**config.mk**
```make
export PLATFORM = sky130hd
export DESIGN_NAME = ostb_queue
export DESIGN_NICKNAME = d
export VERILOG_FILES = /design/src/hw/rtl/ostb_pkg.sv /design/src/hw/rtl/ostb_queue.sv
export SDC_FILE = /design/constraint.sdc
export NUM_CORES = 1
export LEC_CHECK = 0
export BUFFER_PORTS_ARGS = -buffer_cell sky130_fd_sc_hd__buf_4
export CORE_MARGIN = 3
export CORE_UTILIZATION = 55
export DETAILED_ROUTE_END_ITERATION = 10
export PLACE_DENSITY = 0.86
export SETUP_SLACK_MARGIN = 0.1
export SLEW_MARGIN = 20
export SYNTH_ARGS = -nofsm -noshare
export SYNTH_HDL_FRONTEND = slang
export SYNTH_SLANG_ARGS = --single-unit
```
**constraint.sdc**
```tcl
create_clock -name clk -period 4.1 [get_ports clk]
set_input_delay 1.23 -clock clk [delete_from_list [all_inputs] [get_ports clk]]
set_output_delay 1.23 -clock clk [all_outputs]
set_load 0.02 [all_outputs]
```
**src/hw/rtl/ostb_pkg.sv**
```systemverilog
package ostb_pkg;

    localparam int CMD_W   = 2;
    localparam int SLOT_FW = 4;
    localparam int DELAY_W = 31;

    localparam logic [CMD_W-1:0] OP_TICK   = 2'd0;
    localparam logic [CMD_W-1:0] OP_ARM    = 2'd1;
    localparam logic [CMD_W-1:0] OP_CANCEL = 2'd2;

    localparam int QDEPTH = 2;

    typedef struct packed {
        logic [CMD_W-1:0]   op;
        logic [SLOT_FW-1:0] slot;
        logic [DELAY_W-1:0] delay;
    } item_t;

    typedef struct packed {
        logic  valid;
        item_t item;
    } chan_t;

endpackage

```
**src/hw/rtl/ostb_queue.sv**
```systemverilog
module ostb_queue
    import ostb_pkg::*;
(
    input  logic  clk,
    input  logic  rst_n,
    input  chan_t push,
    output logic  full,
    input  logic  pop,
    output chan_t head
);

    localparam int PTR_W = (QDEPTH > 1) ? $clog2(QDEPTH) : 1;
    localparam int CNT_W = PTR_W + 1;

    item_t            store [QDEPTH];
    logic [PTR_W-1:0] wr_ptr_reg;
    logic [PTR_W-1:0] rd_ptr_reg;
    logic [CNT_W-1:0] count_reg;
    logic [CNT_W-1:0] count_next;
    logic             do_push;
    logic             do_pop;

    assign full       = (count_reg == CNT_W'(QDEPTH));
    assign do_push    = push.valid && !full;
    assign do_pop     = pop && (count_reg != '0);
    assign head.valid = (count_reg != '0);
    assign head.item  = store[rd_ptr_reg];

    always_comb
    begin
        count_next = count_reg;
        if (do_push && !do_pop)
        begin
            count_next = count_reg + 1'b1;
        end
        else if (do_pop && !do_push)
        begin
            count_next = count_reg - 1'b1;
        end
    end

    always_ff @(posedge clk or negedge rst_n)
    begin
        if (!rst_n)
        begin
            wr_ptr_reg <= '0;
            rd_ptr_reg <= '0;
            count_reg  <= '0;
        end
        else
        begin
            count_reg <= count_next;
            if (do_push)
            begin
                wr_ptr_reg <= wr_ptr_reg + 1'b1;
            end
            if (do_pop)
            begin
                rd_ptr_reg <= rd_ptr_reg + 1'b1;
            end
        end
    end

    always_ff @(posedge clk)
    begin
        if (do_push)
        begin
            store[wr_ptr_reg] <= push.item;
        end
    end

endmodule

```
==> out/results.txt, run 1 <==
The final wirelength was 4590 um; the combinational share of power was 35.8%. For this configuration, the core starts out at a cell density of 57.4%. In this run the critical register-to-register path is captured at store[0][1]$_DFFE_PP_. Data on the critical path is required at its endpoint by 2870 ps.

The number of hold violations in the final report was 0; the internal cell power was 1.94 mW. Gates resized during post-CTS repair numbered 0. Setup violations remaining at the end of the flow were counted as 0. For the overall fraction of global-route tracks in use, the log shows 15.4%. Class of the worst hold path: reg -> reg.

The count of H-tree levels built during CTS is 3, and the minimum clock period is 3270 ps. The startpoint type of the worst setup path is a flop. The count of unique library cells instantiated by Yosys is 16, and the setup TNS is 0 ps. The die footprint was 6280 um^2. For the buffer depth of the longest clock path, the log shows 2.

TritonCTS built the clock tree. After synthesis the cells add up to 2950 um^2. The tools report the highest clock rate as 306 MHz. The commonest non-fill, non-tap cell in the layout is buf_4. Global routing used 3.29% of the available met3 tracks.

The library cells used most frequently in the layout, excluding fill and tap cells, are buf_4, edfxtp_1, mux2_4, mux2_2, clkbuf_8. Before antenna repair, the detailed router went through 4 iterations. The clock tree root driver cell was clkbuf_8.

Of all nets on the critical path, the largest fanout is 30. The slack of the worst reg-to-reg path is 2140 ps, and the number of cells in the design after placement is 280. The die width is 79.3 um. The synthesized area divided by synthesized cell count came out at 22.0 um^2. Buffers added to address setup during post-CTS repair amount to 0. The logs give 0 for the post-detailed-route count of antenna-violating nets and 0.687 for the global placer's final weighted congestion. After synthesis the netlist holds a flip-flop and latch count of 78.

The power share of the sequential group came out at 43.5%. At the end of the flow the core is filled with cells to 74.2%. The flow ran to the end, and the final reports show no timing, DRC or antenna violations. The number of cells on the worst reg-to-reg path is 3. Detailed placement ended at an HPWL of 3110 um. The logs give 5140 um^2 for the core footprint and 18.6% for the met1 capacity usage during global routing. The Yosys step of the flow raised 0 warnings.

The tools report the number of design rule violations left after detail routing as 0. The critical path capture point type was an output port. The detailed router finished its first iteration with 72 violations. The critical path is of the reg -> out type. Across the VDD grid, the largest voltage drop is 0.588 mV. The clock sink count came out at 78. The most crowded layer after global routing was met2. The run gives 328 as the fill cell instance count of the final layout. The tools report the portion of the post-synthesis area used by sequential elements as 78.6%.

Routed via count divided by cell count: 4.88. Clock latency on the worst-skew pair: 320 ps. The final critical path takes up 79.7% of the cycle.

For this run the aggregate overflow at the end of global routing stands at 0. For the static leakage, the log shows 1.51 nW. The setup slack after placement was 1170 ps.

Between clock sinks in the finished design, the worst skew comes to 3.37 ps. Total clock buffers created by CTS: 9. For the pin with the worst max-slew slack, the measured transition is 1070 ps. Data arrives at the worst endpoint at 2040 ps. For this design the ratio of total power to cell area is 732 nW/um^2. The first global-routing pass estimated 7110 um of wire.

For the antenna diode count, the log shows 0. In this run the worst setup path begins at rd_ptr_reg$_DFFE_PN0P_. The count of cells in the finished layout, fillers not included, comes to 296.

The register with the most flip-flops in the layout has 74 of them. The die is 79.3 um tall. The clock transition at the registers of the reported paths is 70 ps. Global routing used 27.0% of the available met2 tracks.

The share of layout cells above drive strength 1 was 59.3%. The floorplan has 26 rows. Entering global routing, the biggest net connects 38 pins. Number of buffers inserted by port buffering: 79. Setup repair after global routing left no endpoint under its margin. The number of nets handed over by synthesis was 176. The number of pins exceeding their max-slew limit in the final report is 0.

Hold repair after CTS inserted 0 buffers. In the final routed layout, each cell accounts on average for 15.5 um. The tool flagged a number of max-cap violations equal to 0. The number of nets in the layout came out at 263.

The run gives 0 as the initial antenna violation count. The worst register-to-register path begins at count_reg[0]$_DFFE_PN0P_. Post-route worst setup slack: 832 ps. The worst slew margin relative to its limit is 28.4%. Capture point of the critical path: head[0]. The switching power share of the total came out at 30.6%. The via count of the first global-routing pass was 1,509; the count of vias placed by the detailed router was 1,444. Synthesis handed over a netlist of 134 instances. For this design the total switching power over the nets is 854 uW.

The cell count of the worst hold path was 1; the power share of the clock group was 20.7%. For this design the top-level I/O count stands at 80. The area added between synthesis and finish is 29.2%.
worst max-delay path, stage by stage, from the launching register on:
cell and delay [ps]:
dfrtp_2 880, buf_4 340, mux2_4 320, buf_4 160
area by class of cell:
| type | instances | area (um^2) | area share [%] |
|---|---|---|---|
| sequential | 78 | 2320 | 60.9 |
| tap | 70 | 87.6 | 2.30 |
| clock inverter | 6 | 76.3 | 2.00 |
| timing repair buffer | 80 | 601 | 15.7 |
| clock buffer | 10 | 128 | 3.34 |
| inverter | 2 | 7.51 | 0.197 |
| multi-input combinational | 50 | 593 | 15.5 |
logic make-up (layout without fill, tap and decap cells):
family	after synthesis	count (layout)	share of synthesized area (%)
xor+xnor	5	5	1.48
flops	78	78	78.6
mux	37	37	16.7
simple gates	7	7	1.23
buf+inv	6	98	1.57
fa+ha+maj	1	1	0.424
worst min path at each step:
stage                                  start                       end  slack (ps)
floorplan           count_reg[1]$_DFFE_PN0P_  count_reg[1]$_DFFE_PN0P_         460
global placement    count_reg[1]$_DFFE_PN0P_  count_reg[1]$_DFFE_PN0P_         480
detailed placement  count_reg[1]$_DFFE_PN0P_  count_reg[1]$_DFFE_PN0P_         490
CTS                 count_reg[1]$_DFFE_PN0P_  count_reg[1]$_DFFE_PN0P_         510
global route        count_reg[1]$_DFFE_PN0P_  count_reg[1]$_DFFE_PN0P_         540
finish              count_reg[1]$_DFFE_PN0P_  count_reg[1]$_DFFE_PN0P_         510
per-layer routing:
layer / routed length [um] / vias up / share of wire [%]
met4: 24 / 0 / 0.52
met3: 250 / 3 / 5.4
met2: 2470 / 55 / 54
li1: - / 693 / -
met5: 0 / - / 0
met1: 1850 / 693 / 40
cells in the mapped netlist:
cell,number,area (um^2)
and3_1,1,6.26
buf_2,1,5.00
buf_6,3,33.8
dfrtp_1,4,100
edfxtp_1,74,2220
ha_1,1,12.5
inv_1,2,7.51
mux2_2,17,191
mux2_4,20,300
nand2_1,1,3.75
nand2_2,1,6.26
nand2b_1,1,6.26
nor2_1,2,7.51
or2_2,1,6.26
xnor2_1,3,26.3
xor2_1,2,17.5
power groups by stage:
stage | Sequential (mW) | Combinational (mW) | Clock (mW)
final | 1.21 | 1.00 | 0.577
after global routing | 1.24 | 1.06 | 0.629
after CTS | 1.22 | 1.02 | 0.590
after detailed placement | 1.23 | 1.02 | 0
after global placement | 1.22 | 0.998 | 0
after floorplan | 1.15 | 0.732 | 0
metrics by stage:
step	hold WS, ps	total power [mW]	instance area, um^2
2_1_floorplan	456	1.89	2950
3_3_place_gp	481	2.22	3610
3_5_place_dp	490	2.25	3610
4_1_cts	506	2.82	3820
5_1_grt	535	2.92	3820
6_report	509	2.79	3820
No activity file was read; power rests on OpenSTA's default activity.
==> run 2: changes to the inputs <==
- CORE_UTILIZATION: 55 -> 46
- PLACE_DENSITY: 0.86 -> 0.77
- clock period: 4.1 -> 2.9 ns (I/O delays scaled with it)
==> run 2 against run 1 <==
Compared with the run above: sequential cell count unchanged; total power increased by 38%; count of clock-buffer cells in the layout is 1 higher; die area rose by 18%; first-iteration DRC count up 24%; critical path depth stayed put; global-route usage shrank 0.75 points.
==> out/results.txt, run 2 (synthesis gave the netlist of run 1 again) <==
The run finished with clean final reports. Summed over all cells, the static leakage comes to 1.51 nW. Static timing analysis puts the maximum clock frequency at 385 MHz.

The minimum clock period came out at 2600 ps. IR analysis of the VDD net gives a maximum drop of 0.594 mV. The via count of the first global-routing pass is 1,552, and the antenna diode count is 0. The tools report the post-detailed-placement cell area as 3670 um^2. The setup TNS is 0 ps, and the routed via count divided by cell count is 4.82. Counting every sink on the clock net gives 78. The number of pins exceeding their max-slew limit in the final report came out at 0. The logs give 14.6% for the overall fraction of global-route tracks in use and 0 for the cts-stage hold buffer count. After clock tree synthesis, the clock-pin slew on the worst setup and hold paths is 70 ps.

Of all nets on the critical path, the largest fanout is 26. The tools report the post-cts repair resize count as 0. The min-delay analysis places its worst path in the category in -> async.

For the total clock buffers created by CTS, the log shows 9. The half-perimeter wire length after placement is 3560 um, and the initial antenna violation count is 0. Clock tree synthesis selected as its root buffer the cell clkbuf_8.

The run gives 1,450 as the count of vias placed by the detailed router. Routability-driven placement finished with a final weighted congestion of 0.685. The design draws 3.84 mW. Leaving out fill and tap cells, the most frequent cells in the layout are buf_4, edfxtp_1, mux2_4, mux2_2, clkbuf_8.

The post-route worst setup slack came out at 299 ps. In the final routed layout, each cell accounts on average for 16.9 um. The finished cells cover 3820 um^2.

For the worst slew margin relative to its limit, the log shows 76.0%. Setup repair after global routing left no endpoint under its margin. Dividing total power by cell area gives a power density of 1010 nW/um^2.

The run gives 0 as the post-CTS repair timing setup buffer count. Prior to clock tree synthesis, the placed netlist has a worst setup slack of 652 ps. The first global-routing pass estimated 7740 um of wire. The logs give 0 for the number of design rule violations left after detail routing and 0 for the remaining global-route overflow.

The required time of the critical path is 2030 ps. The die footprint was 7420 um^2; the die width was 86.1 um. The worst setup path is captured at an output port.

The portion of the clock cycle consumed by the worst path in the final layout was 89.7%; the largest net degree at the start of global routing was 29. The number of DRC markers in iteration 0 is 89. STA puts the critical path data arrival time at 1730 ps. Once the floorplan was initialized, standard cells occupied 48.7% of the core. The logs give 0 for the post-detailed-route count of antenna-violating nets and 2 for the buffer depth of the longest clock path.

The startpoint type of the worst setup path is a flop. The number of nets in the layout came out at 265. Setup violations remaining at the end of the flow were counted as 0. The die is 86.1 um tall. The floorplan step defined a core boundary enclosing 6060 um^2. The area growth from synthesis to layout is 29.2%. The commonest non-fill, non-tap cell in the layout was buf_4. The run gives 3 as the number of detailed-route iterations in the first pass. The number of rows created at floorplan is 28. The number of hold violations in the final report is 0, and the clock latency on the worst-skew pair is 340 ps. In this run the number of H-tree levels came out at 3. Transition time at the pin with the least slew margin: 359 ps. TritonCTS built the clock tree.

Worst clock skew: 8.06 ps. Share of layout cells above drive strength 1: 59.7%. For this block, the routed nets add up to 5090 um of wire. The register with the most flip-flops in the layout has 74 of them.

Buffers placed on the I/O ports in this run total 79. In this run the count of I/O pins placed on the die edge is 80. By startpoint and endpoint, the worst setup path is classified as reg -> out. Across the run, the number of max-cap violations was 0. The utilization of the core after routing was 63.0%.
run 2: cell count changes in the layout (fill, tap and decap cells not counted), sizes merged:
cell	previous run	this run
bufinv	2	0
clkinv	4	3
clkbuf	10	11
buf	80	82
run 2: worst paths after layout:
check / startpoint / to / slack (ps) / cells after the start
worst max-delay path: rd_ptr_reg$_DFFE_PN0P_ / head[34] / 300 / 3
worst min-delay path: rst_n / count_reg[0]$_DFFE_PN0P_ / 320 / 1
worst max register to register: count_reg[0]$_DFFE_PN0P_ / store[0][0]$_DFFE_PP_ / 1290 / 4
worst min register to register: count_reg[1]$_DFFE_PN0P_ / count_reg[1]$_DFFE_PN0P_ / 530 / 1
max in group asynchronous: rst_n / rd_ptr_reg$_DFFE_PN0P_ / 2470 / 1
min in group clk: count_reg[1]$_DFFE_PN0P_ / count_reg[1]$_DFFE_PN0P_ / 530 / 1
run 2: stage by stage:
stage | hold slack (ps) | cells
CTS | 309 | 301
floorplan | 456 | 134
detailed placement | 516 | 287
global route | 304 | 301
finish | 316 | 301
global placement | 492 | 287
run 2: layout make-up:
type | instances | area [um^2]
Clock inverter | 3 | 13.8
Fill cell | 447 | 2240
Sequential cell | 78 | 2320
Multi-Input combinational cell | 50 | 593
Tap cell | 75 | 93.8
Clock buffer | 11 | 131
Inverter | 2 | 7.51
Timing Repair Buffer | 82 | 653
run 2: worst max-delay path, cell delays in order, from the launching register on:
cell and delay (ps):
dfrtp_2 590, buf_12 270, mux2_2 370, buf_4 160
run 2: report_power, final:
group          switching [mW]  internal [mW]  leakage, nW
Sequential              0.120           1.54        0.733
Clock                   0.340          0.296       0.0765
Combinational           0.776          0.767        0.696
Total                    1.24           2.61         1.51
run 2: per-layer routing:
metal  up-vias  GRT usage (%)  wire length, um
li1        690              -                -
met1       693           15.9             1960
met2        55           24.7             2670
met3        12           5.09              320
met4         0           8.49              139
met5         -              0                0
